`config.mk`:
```
export PLATFORM = sky130hd
export DESIGN_NAME = stepper_back_and_forth_sequencer_core
export DESIGN_NICKNAME = d
export VERILOG_FILES = /design/src/sv/sbf_pkg.sv /design/src/sv/stepper_back_and_forth_sequencer_core.sv
export VERILOG_INCLUDE_DIRS = /design/src /design/src/sv
export SDC_FILE = /design/constraint.sdc
export NUM_CORES = 1
export LEC_CHECK = 0
export BUFFER_PORTS_ARGS = -buffer_cell sky130_fd_sc_hd__buf_2
export CORE_MARGIN = 1.5
export CORE_UTILIZATION = 45
export DETAILED_ROUTE_END_ITERATION = 10
export PLACE_DENSITY_LB_ADDON = 0.2
export SLEW_MARGIN = 20
export SYNTH_ARGS = -nofsm -noshare
export SYNTH_HDL_FRONTEND = slang
export SYNTH_SLANG_ARGS = --single-unit
```
`constraint.sdc`:
```
create_clock -name aclk -period 5.1 [get_ports aclk]
set_input_delay 1.02 -clock aclk [delete_from_list [all_inputs] [get_ports aclk]]
set_output_delay 1.02 -clock aclk [all_outputs]
set_load 0.05 [all_outputs]
```
`src/sv/stepper_back_and_forth_sequencer_core_defines.svh`:
```
// ----------------------------------------------------------------------------
// Stepper sequencer assertion macros
// Shared macros for the concurrent checks of the sequencer core. All checks
// run on aclk and are disabled while aresetn is low.
// ----------------------------------------------------------------------------
`ifndef STEPPER_BACK_AND_FORTH_SEQUENCER_CORE_DEFINES_SVH
`define STEPPER_BACK_AND_FORTH_SEQUENCER_CORE_DEFINES_SVH

// Consequent must hold in the same cycle as the antecedent.
`define SBF_ASSERT_NOW(label, ante, cons, msg) \
    label: assert property (@(posedge aclk) disable iff (!aresetn) \
        (ante) |-> (cons)) else $error(msg);

// Consequent must hold in the cycle after the antecedent.
`define SBF_ASSERT_NEXT(label, ante, cons, msg) \
    label: assert property (@(posedge aclk) disable iff (!aresetn) \
        (ante) |=> (cons)) else $error(msg);

`endif

```
`src/sv/sbf_pkg.sv`:
```
// ----------------------------------------------------------------------------
// Stepper sequencer package
// Field widths, request, state and pulse codes, register indexes and the
// reset values of the configuration registers.
// ----------------------------------------------------------------------------
`default_nettype none

package sbf_pkg;

    // Field widths.
    localparam int REQ_W   = 2;
    localparam int MODE_W  = 2;
    localparam int STATE_W = 2;
    localparam int PULSE_W = 2;
    localparam int CNT_W   = 16;
    localparam int IDX_W   = 3;

    typedef logic [REQ_W-1:0]   req_t;
    typedef logic [MODE_W-1:0]  mode_t;
    typedef logic [STATE_W-1:0] run_state_t;
    typedef logic [PULSE_W-1:0] pulse_t;
    typedef logic [CNT_W-1:0]   cnt_t;
    typedef logic [IDX_W-1:0]   cfg_idx_t;

    // Request codes.
    localparam req_t REQ_TICK   = 2'd0;
    localparam req_t REQ_START  = 2'd1;
    localparam req_t REQ_STOP   = 2'd2;
    localparam req_t REQ_SETDIR = 2'd3;

    // Run states.
    localparam run_state_t ST_IDLE    = 2'd0;
    localparam run_state_t ST_RUNNING = 2'd1;
    localparam run_state_t ST_STOPPED = 2'd2;

    // Step pulse codes.
    localparam pulse_t PULSE_NONE = 2'd0;
    localparam pulse_t PULSE_FWD  = 2'd1;
    localparam pulse_t PULSE_BWD  = 2'd2;

    // Profile codes.
    localparam mode_t PROF_ECO    = 2'd0;
    localparam mode_t PROF_NORMAL = 2'd1;

    // Configuration register indexes.
    localparam cfg_idx_t CFG_MODE_SELECT  = 3'd0;
    localparam cfg_idx_t CFG_ECO_STEPS    = 3'd1;
    localparam cfg_idx_t CFG_NORMAL_STEPS = 3'd2;
    localparam cfg_idx_t CFG_FAST_STEPS   = 3'd3;
    localparam cfg_idx_t CFG_ECO_DELAY    = 3'd4;
    localparam cfg_idx_t CFG_NORMAL_DELAY = 3'd5;
    localparam cfg_idx_t CFG_FAST_DELAY   = 3'd6;
    localparam cfg_idx_t CFG_PAUSE_TICKS  = 3'd7;

    // Reset values.
    localparam mode_t RST_MODE_SELECT  = PROF_NORMAL;
    localparam cnt_t  RST_ECO_STEPS    = 16'd1024;
    localparam cnt_t  RST_NORMAL_STEPS = 16'd2048;
    localparam cnt_t  RST_FAST_STEPS   = 16'd4096;
    localparam cnt_t  RST_DELAY        = 16'd1;
    localparam cnt_t  RST_PAUSE_TICKS  = 16'd1000;
    localparam cnt_t  CNT_MAX          = 16'hFFFF;

    // Saturating increment of a 16-bit counter.
    function automatic cnt_t sat_inc(input cnt_t v);
        return (v == CNT_MAX) ? v : v + cnt_t'(1);
    endfunction

endpackage

`default_nettype wire

```
`src/sv/stepper_back_and_forth_sequencer_core.sv`:
```
// ----------------------------------------------------------------------------
// Back-and-forth stepper sequencer core
// Runs sweeps of step pulses on 1 ms ticks, pauses with the coils released,
// reverses direction and sweeps again until stopped.
// ----------------------------------------------------------------------------
// Each request transfer (tick, start, stop or direction set) yields exactly
// one result transfer. The sequencer state is updated in the cycle the
// request is accepted, and the result appears in the output register on the
// next cycle. A new request can be accepted every cycle as long as the
// output register is empty or being drained in the same cycle, so the
// sustained rate is one item per clock, paced only by m_ready. Configuration
// writes are accepted in any cycle. The profile registers and the mode
// select take effect at the next start; the pause length applies from the
// next tick, also to a pause already in progress.
`default_nettype none

`include "stepper_back_and_forth_sequencer_core_defines.svh"

module stepper_back_and_forth_sequencer_core (
    input  wire logic                  aclk,
    input  wire logic                  aresetn,
    // Request channel.
    input  wire logic                  s_valid,
    output logic                       s_ready,
    input  wire sbf_pkg::req_t         s_req_type,
    input  wire logic                  s_new_direction,
    // Result channel.
    output logic                       m_valid,
    input  wire logic                  m_ready,
    output sbf_pkg::pulse_t            m_step_pulse,
    output logic                       m_release_coils,
    output sbf_pkg::run_state_t        m_run_state,
    output logic                       m_direction_now,
    output logic                       m_pausing,
    // Configuration write channel.
    input  wire logic                  cfg_valid,
    output logic                       cfg_ready,
    input  wire sbf_pkg::cfg_idx_t     cfg_index,
    input  wire sbf_pkg::cnt_t         cfg_data
);

    import sbf_pkg::*;

    // Configuration registers.
    mode_t mode_select_reg;
    cnt_t  eco_steps_reg, normal_steps_reg, fast_steps_reg;
    cnt_t  eco_delay_reg, normal_delay_reg, fast_delay_reg;
    cnt_t  pause_ticks_reg;

    // Sequencer state.
    run_state_t mode_state_reg, mode_state_next;
    logic       direction_reg, direction_next;
    logic       pause_flag_reg, pause_flag_next;
    cnt_t       steps_done_reg, steps_done_next;
    cnt_t       target_steps_reg, target_steps_next;
    cnt_t       step_delay_reg, step_delay_next;
    cnt_t       step_elapsed_reg, step_elapsed_next;
    cnt_t       pause_elapsed_reg, pause_elapsed_next;

    // Result register.
    logic       out_valid_reg;
    pulse_t     out_pulse_reg, out_pulse_next;
    logic       out_release_reg, out_release_next;

    logic       in_xfer;
    cnt_t       step_elapsed_inc;
    cnt_t       pause_elapsed_inc;
    cnt_t       steps_done_inc;
    cnt_t       prof_steps;
    cnt_t       prof_delay;

    // Handshakes: the output register frees up when it is empty or drained.
    assign s_ready   = !out_valid_reg || m_ready;
    assign in_xfer   = s_valid && s_ready;
    assign cfg_ready = 1'b1;

    // Configuration write decode.
    always_ff @(posedge aclk) begin
        if (!aresetn) begin
            mode_select_reg  <= RST_MODE_SELECT;
            eco_steps_reg    <= RST_ECO_STEPS;
            normal_steps_reg <= RST_NORMAL_STEPS;
            fast_steps_reg   <= RST_FAST_STEPS;
            eco_delay_reg    <= RST_DELAY;
            normal_delay_reg <= RST_DELAY;
            fast_delay_reg   <= RST_DELAY;
            pause_ticks_reg  <= RST_PAUSE_TICKS;
        end else if (cfg_valid && cfg_ready) begin
            unique case (cfg_index)
                CFG_MODE_SELECT:  mode_select_reg  <= cfg_data[MODE_W-1:0];
                CFG_ECO_STEPS:    eco_steps_reg    <= cfg_data;
                CFG_NORMAL_STEPS: normal_steps_reg <= cfg_data;
                CFG_FAST_STEPS:   fast_steps_reg   <= cfg_data;
                CFG_ECO_DELAY:    eco_delay_reg    <= cfg_data;
                CFG_NORMAL_DELAY: normal_delay_reg <= cfg_data;
                CFG_FAST_DELAY:   fast_delay_reg   <= cfg_data;
                CFG_PAUSE_TICKS:  pause_ticks_reg  <= cfg_data;
                default: ;
            endcase
        end
    end

    // Profile chosen at start; codes above normal use the fast profile.
    always_comb begin
        case (mode_select_reg)
            PROF_ECO: begin
                prof_steps = eco_steps_reg;
                prof_delay = eco_delay_reg;
            end
            PROF_NORMAL: begin
                prof_steps = normal_steps_reg;
                prof_delay = normal_delay_reg;
            end
            default: begin
                prof_steps = fast_steps_reg;
                prof_delay = fast_delay_reg;
            end
        endcase
    end

    assign step_elapsed_inc  = sat_inc(step_elapsed_reg);
    assign pause_elapsed_inc = sat_inc(pause_elapsed_reg);
    assign steps_done_inc    = sat_inc(steps_done_reg);

    // Next state and result for the request being accepted.
    always_comb begin
        mode_state_next    = mode_state_reg;
        direction_next     = direction_reg;
        pause_flag_next    = pause_flag_reg;
        steps_done_next    = steps_done_reg;
        target_steps_next  = target_steps_reg;
        step_delay_next    = step_delay_reg;
        step_elapsed_next  = step_elapsed_reg;
        pause_elapsed_next = pause_elapsed_reg;
        out_pulse_next     = PULSE_NONE;
        out_release_next   = 1'b0;

        case (s_req_type)
            REQ_START: begin
                // A pause in progress is kept across a start.
                target_steps_next = prof_steps;
                step_delay_next   = prof_delay;
                step_elapsed_next = '0;
                steps_done_next   = '0;
                mode_state_next   = ST_RUNNING;
            end
            REQ_STOP: begin
                out_release_next = 1'b1;
                pause_flag_next  = 1'b0;
                mode_state_next  = ST_STOPPED;
            end
            REQ_SETDIR: begin
                direction_next = s_new_direction;
            end
            default: begin
                if (mode_state_reg == ST_RUNNING) begin
                    if (pause_flag_reg) begin
                        // Pause countdown; on expiry reverse and restart the sweep.
                        pause_elapsed_next = pause_elapsed_inc;
                        if (pause_elapsed_inc >= pause_ticks_reg) begin
                            pause_flag_next   = 1'b0;
                            steps_done_next   = '0;
                            step_elapsed_next = '0;
                            direction_next    = !direction_reg;
                        end
                    end else begin
                        // Step timing; the last step of a sweep starts the pause.
                        step_elapsed_next = step_elapsed_inc;
                        if (step_elapsed_inc >= step_delay_reg) begin
                            step_elapsed_next = '0;
                            out_pulse_next    = direction_reg ? PULSE_BWD : PULSE_FWD;
                            steps_done_next   = steps_done_inc;
                            if (steps_done_inc >= target_steps_reg) begin
                                out_release_next   = 1'b1;
                                pause_flag_next    = 1'b1;
                                pause_elapsed_next = '0;
                            end
                        end
                    end
                end
            end
        endcase
    end

    // Sequencer state registers.
    always_ff @(posedge aclk) begin
        if (!aresetn) begin
            mode_state_reg    <= ST_IDLE;
            direction_reg     <= 1'b0;
            pause_flag_reg    <= 1'b0;
            steps_done_reg    <= '0;
            target_steps_reg  <= '0;
            step_delay_reg    <= RST_DELAY;
            step_elapsed_reg  <= '0;
            pause_elapsed_reg <= '0;
        end else if (in_xfer) begin
            mode_state_reg    <= mode_state_next;
            direction_reg     <= direction_next;
            pause_flag_reg    <= pause_flag_next;
            steps_done_reg    <= steps_done_next;
            target_steps_reg  <= target_steps_next;
            step_delay_reg    <= step_delay_next;
            step_elapsed_reg  <= step_elapsed_next;
            pause_elapsed_reg <= pause_elapsed_next;
        end
    end

    // Output valid flag.
    always_ff @(posedge aclk) begin
        if (!aresetn) begin
            out_valid_reg <= 1'b0;
        end else if (in_xfer) begin
            out_valid_reg <= 1'b1;
        end else if (m_ready) begin
            out_valid_reg <= 1'b0;
        end
    end

    // Output payload; the state fields come straight from the state registers.
    always_ff @(posedge aclk) begin
        if (in_xfer) begin
            out_pulse_reg   <= out_pulse_next;
            out_release_reg <= out_release_next;
        end
    end

    assign m_valid         = out_valid_reg;
    assign m_step_pulse    = out_pulse_reg;
    assign m_release_coils = out_release_reg;
    assign m_run_state     = mode_state_reg;
    assign m_direction_now = direction_reg;
    assign m_pausing       = pause_flag_reg;

    // A pause only exists inside a running sweep.
    `SBF_ASSERT_NOW(a_pause_only_running, pause_flag_reg, mode_state_reg == ST_RUNNING,
        "pause flag set outside the running state")

    // A step pulse goes out only while running and in the current direction.
    `SBF_ASSERT_NOW(a_pulse_matches_dir, m_valid && (m_step_pulse != PULSE_NONE),
        (m_run_state == ST_RUNNING) &&
        (m_step_pulse == (m_direction_now ? PULSE_BWD : PULSE_FWD)),
        "step pulse inconsistent with state or direction")

    // Releasing the coils without a final step only happens on a stop.
    `SBF_ASSERT_NOW(a_release_stop,
        m_valid && m_release_coils && (m_step_pulse == PULSE_NONE),
        m_run_state == ST_STOPPED, "coils released without a stop or sweep end")

    // An accepted stop leaves the block stopped with no pause.
    `SBF_ASSERT_NEXT(a_stop_effect, in_xfer && (s_req_type == REQ_STOP),
        (mode_state_reg == ST_STOPPED) && !pause_flag_reg && out_release_reg,
        "stop request did not take effect")

endmodule

`default_nettype wire
```
==> Word level (Yosys, flattened, before mapping) <==
Cells that the tools add are included.
{ "word_totals": {"regBits": 202, "inputBits": 27, "out_inout_bits": 10, "wordCells": 117} }
{ "op_classes": {"addsub": 3, "n_lt_le_gt_ge": 3, "n_eq_ne": 16, "n_mux": 34, "bitwise": 6, "reduce_logical": 36} }
{ "op_table": {"columns": ["operator", "count"], "rows": [
  ["2-to-1 mux 16 bit", 13],
  ["case mux 16 bit (2 select lines)", 4],
  ["adder 16 x 1 -> 16 bit (second input constant)", 3],
  ["== test 16 bit (second input constant)", 3],
  [">= comparator 16 bit", 3],
  ["AND reduction 2 bit", 10],
  ["nonzero test 2 bit", 9],
  ["AND reduction 5 bit", 3],
  ["== test 3 bit (second input constant)", 4],
  ["2-to-1 mux 1 bit", 12],
  ["== test 2 x 1 -> 1 bit (second input constant)", 3],
  ["== test 3 x 2 -> 1 bit (second input constant)", 2],
  ["NOT 1 bit", 6],
  ["case mux 1 bit (2 select lines)", 3],
  ["OR reduction 2 bit", 3],
  ["OR reduction 6 bit", 1],
  ["== test 2 bit (second input constant)", 2],
  ["case mux 2 bit (2 select lines)", 1],
  ["AND reduction 4 bit", 1],
  ["== test 3 x 1 -> 1 bit (second input constant)", 1],
  ["logical NOT 3 bit", 1],
  ["inequality test 3 x 1 -> 1 bit (second input constant)", 1],
  ["AND reduction 3 bit", 1],
  ["nonzero test 3 bit", 1],
  ["other kinds (6)", 7]
]} }

==> Longest topological paths before layout <==
{ "logic_depth": {"ltp_word": 8, "depth_mapped": 17, "depth_no_buf": 15} }

==> Worst setup path before layout <==
No wires, ideal clock.
{ "synth_path": {"kind": "reg2reg", "startpoint": "reg pause_elapsed_reg[4]", "endpoint": "reg steps_done_reg[13]", "setup_ps": 115, "arrival_time_ps": 3560, "required_time_ps": 4985, "path_slack_ps": 1425, "stages_incl_launch_ff": 16, "path_buffers": 2, "period_less_slack_ps": 3675, "path_cell_list": "dfxtp_1 -> buf_2 -> nand4_4 -> or3_4 -> or3_1 -> nor2_1 -> mux2_2 -> ha_1 -> nand4_1 -> nor3_1 -> a2111oi_0 -> o211ai_1 -> o211a_1 -> clkbuf_1 -> a21oi_1 -> nor2_1"} }
{ "synth_via": {"elab_chain_len": 5, "elab_cells_between_ends": 6, "cone_classes": "add/sub (1); order compare (1); eq/ne (2); mux (1); reduce/logical (1)"} }
{ "synth_lines": {"columns": ["item", "line", "text"], "rows": [
  ["start: declaration", "stepper_back_and_forth_sequencer_core.sv:58", "cnt_t pause_elapsed_reg, pause_elapsed_next;"],
  ["start signal: assignment", "stepper_back_and_forth_sequencer_core.sv:204", "pause_elapsed_reg <= pause_elapsed_next;"],
  ["adder 16 x 1 -> 16 bit or == test 16 bit (tied branches)", "sbf_pkg.sv:66", "return (v == CNT_MAX) ? v : v + cnt_t'(1);"],
  ["2-to-1 mux 16 bit (*)", "sbf_pkg.sv:66", null],
  [">= comparator 16 bit (*)", "stepper_back_and_forth_sequencer_core.sv:160", "if (pause_elapsed_inc >= pause_ticks_reg) begin"],
  ["inequality test 3 x 1 -> 1 bit (no line) (*)", null, null],
  ["AND reduction 5 bit (no line) (*)", null, null],
  ["end signal: assignment", "stepper_back_and_forth_sequencer_core.sv:200", "steps_done_reg <= steps_done_next;"],
  ["end: declaration", "stepper_back_and_forth_sequencer_core.sv:54", "cnt_t steps_done_reg, steps_done_next;"]
]} }
Mark *: on every way between the ends. The rest lies on a longest branch, timed or not.
A chain may end at the register's enable or synchronous reset.

==> Worst setup path after layout <==
{ "layout_path": {"startpoint": "reg pause_elapsed_reg[3]", "endpoint": "reg steps_done_reg[7]"} }
The elaborated chain is that of the path after synthesis.

==> results by group <==
Power and ir drop
  • Clk network pwr share: 0.474
  • Sequential power share: 0.464
  • Total power: 3.502 mW
  • Max VDD drop: between 0.2 and 0.3 mV
  • Comb power frac: 0.062
  • Pwr per Cell Area: 305.3 nW/um2
  • P_leak: roughly 4.5 nW
  • P_int: ~2.7 mW
  • Sw Ratio: 0.2378
  • Switching power: 0.8329 mW

Job
  • Max Cap Viol: 0

Worst setup path
  • Worst EP required: approximately 5.5 ns
  • Max FO, Critical Path: 21
  • Critical path class: flip-flop to flip-flop
  • Critical path launch point type: flip-flop
  • Kind of cell adding the most delay to the critical path: compound AO/OA/AOI/OAI gates
  • Slowest stage delay, CP: between 0.7 and 0.8 ns
  • Bufs and invs on worst path: 0
  • CP Capture Type: flip-flop
  • Worst EP arrival: 5.11 ns
  • Slowest CP cell: a2111oi_0
  • Crit path cell chain: nand4_4 -> or3_4 -> or3_1 -> nand4_4 -> nor3_1 -> xnor2_1 -> ha_1 -> a21oi_1 -> nor3_1 -> a2111oi_0 -> o211ai_1 -> o211a_1 -> a21boi_0 -> o21ai_0

STA
  • RSZ-0062 raised after global routing: no
  • Worst Skew: between 0.02 and 0.025 ns
  • Final period util: 0.9158
  • Setup TNS: 0 ns
  • Fin. Hold Viols: 0
  • Final setup fails: 0
  • Worst-Margin Slew: around 1.1 ns
  • Headroom to the max-slew limit: 0.2612
  • Peak Freq: ~210 MHz
  • Slew Viols, Final: 0
  • Final critical-path required period: around 4.7 ns

Yosys
  • Fraction of registers with async set or reset after synthesis: 0
  • Leading register cell type out of synthesis: dfxtp_1
  • Mapped Avg Cell Area: 7.567 um2
  • Syn_nets: roughly 1,500
  • Synthesis-stage register bit count: 202
  • Area leader, netlist: dfxtp_1
  • Synthesized cell area: approximately 10,000 um2
  • Synth area leaders: dfxtp_1 (38%), nand2_1 (10%), a21oi_1 (9.6%)
  • Synth warn: 0
  • Post-synthesis cell type count: between 60 and 70
  • Sequential area share after synthesis: 0.3913
  • Gate Count Post-Synth: between 1,000 and 1,500
  • Post-synth top area share: 0.3826
  • Post-synth EDFFs: 3

Cells and area
  • # diodes: 0
  • Layout cells sized above 1: 0.07464
  • Non-Filler Instances: between 1,500 and 2,000
  • Final net count: ~1,500
  • P&R area growth vs syn: 10.18%
  • Filler instances: 2,171
  • Final Util: 0.5067
  • Final instance area: about 11,000 um2

Clocking
  • CTS Buffer Depth: 3
  • Worst-path clk slew: roughly 0.06 ns
  • CTS Hold Bufs: 0
  • Clock Sinks: between 200 and 250
  • Number of setup buffers added after CTS: 0
  • CTS Buf Count: 24
  • Clk Latency, worst-skew pair: between 0.5 and 0.6 ns
  • CTS tree: done
  • Cts repair resizes: 0
  • H-tree lvl count: 1
  • Root Driver: clkbuf_16

GRT
  • Met2 Resource Use GR: 0.3538
  • GR Layer Usage met1: 0.3206
  • Most Crowded Layer GR: met2
  • Overall global routing resource usage: 0.2231
  • Met3 Use GR: 0.02981
  • First-pass GRT wire length: roughly 43,000 um
  • Largest net degree at the start of global routing: between 80 and 90
  • Vias in the first global route: roughly 8,000
  • Initial antenna violation count: 0
  • Grt ovf: 0

Die
  • Num rows: 55
  • Die Area: 24,060 um2
  • DIE HEIGHT: 155.1 um
  • Starting Density: 0.4599
  • I/O pin total: 37
  • Die Wd: approximately 160 um
  • Core region area: roughly 23,000 um2

Hold path
  • Hold crit path type: flip-flop to flip-flop

Placement
  • Placed cells: roughly 1,600
  • Final GP Congestion: around 0.87
  • Placed Instance Area: ~11,000 um2
  • Dpl hpwl: 18,010 um
  • Port Buffers: 35

Route
  • TritonRoute pass-1 iters: 5
  • Antenna-violating nets left: 0
  • DRT iter0 DRCs: roughly 630
  • DR vias: 9,060
  • Final WL: roughly 27,000 um
  • Avg WL per Cell: roughly 16 um
  • # DRC: 0
  • Number of vias per cell: 5.441

Outcome
  • Outcome: complete, no violations
==> worst reg2reg max path, cell delays in order (launching register included) <==
cell,delay [ns]
dfxtp_1,0.50
nand4_4,0.18
or3_4,0.43
or3_1,0.51
nand4_4,0.24
nor3_1,0.10
xnor2_1,0.14
ha_1,0.30
a21oi_1,0.16
nor3_1,0.06
a2111oi_0,0.77
o211ai_1,0.30
o211a_1,0.51
a21boi_0,0.23
o21ai_0,0.15
==> worst paths after layout <==
check | slack [ns] | end | startpoint | depth (start not counted)
hold reg to reg | 0.45 | fast_delay_reg[14] | fast_delay_reg[14] | 2
setup / recovery | 0.43 | steps_done_reg[7] | pause_elapsed_reg[3] | 14
setup reg to reg | 0.43 | steps_done_reg[7] | pause_elapsed_reg[3] | 14
hold / removal | 0.45 | fast_delay_reg[14] | fast_delay_reg[14] | 2
==> power by group through the flow <==
| stage | logic [mW] | clock network (mW) | registers, mW |
|---|---|---|---|
| after global routing | 0.239 | 1.76 | 1.63 |
| after detailed placement | 0.217 | 0 | 1.66 |
| after floorplan | 0.135 | 0 | 1.66 |
| final | 0.217 | 1.66 | 1.63 |
| after CTS | 0.217 | 1.69 | 1.63 |
| after global placement | 0.215 | 0 | 1.66 |
==> placed cells by master, fill, tap and decap left out, types with 35 or more instances in the layout <==
master	Yosys	layout
nand3_1	49	49
mux2i_1	38	38
nor2_1	148	146
a21oi_1	200	200
buf_2	6	35
ha_1	55	55
dfxtp_1	199	197
nand2_1	291	290
inv_1	60	60
o21ai_0	36	36
==> Yosys cell counts, drive strengths merged, types with 6 or more instances <==
| cell type | n |
|---|---|
| a21oi | 200 |
| nand2 | 291 |
| nor2 | 149 |
| a31oi | 11 |
| nor2b | 6 |
| xnor2 | 25 |
| or3 | 8 |
| o31ai | 6 |
| xor2 | 8 |
| inv | 61 |
| o21ai | 38 |
| dfxtp | 199 |
| nor3 | 17 |
| o211ai | 11 |
| o21a | 9 |
| nand2b | 11 |
| a22o | 8 |
| clkbuf | 65 |
| o22ai | 6 |
| ha | 55 |
| nand4 | 21 |
| nor4 | 6 |
| nand3 | 50 |
| buf | 14 |
| a211oi | 12 |
| mux2i | 38 |
==> stage by stage <==
step / hold slack, ns / setup slack (ns)
CTS: 0.4538 / 0.4323
floorplan: 0.4357 / 1.425
finish: 0.4523 / 0.4296
detailed placement: 0.4461 / 0.4681
global placement: 0.4406 / 0.6233
global route: 0.4690 / 0.05815
==> kinds of logic (layout without fill, tap and decap cells) <==
group                      count (synthesis)  after routing  share of synthesized area
and+or+nand+nor                          580            580                     0.2424
DFF                                      202            202                     0.3913
other                                      1              1                  0.0003601
adders and majority gates                 55             55                    0.06609
muxes                                     43             43                    0.04194
AOI/OAI and AO/OA                        322            322                     0.1770
buffers and inverters                    140            144                    0.05323
xor gates and xnor gates                  33             33                    0.02776
==> metal layers <==
layer / up-vias / share of wire / wire (um)
li1: 4688 / - / -
met1: 4154 / 0.49 / 13050
met2: 182 / 0.45 / 11950
met3: 36 / 0.049 / 1300
met4: 0 / 0.018 / 488
met5: - / 0 / 0
==> cell type report <==
type	count	area, um2	share of cell area
well taps	285	356.6	0.03108
inverters	61	231.5	0.02018
clock inverters	3	43.79	0.003817
multi-input cells	1034	5797	0.5053
repair buffers	46	257.7	0.02247
flip-flops and latches	202	4076	0.3553
clock buffers	34	709.4	0.06184
No activity file was read; power rests on OpenSTA's default activity.
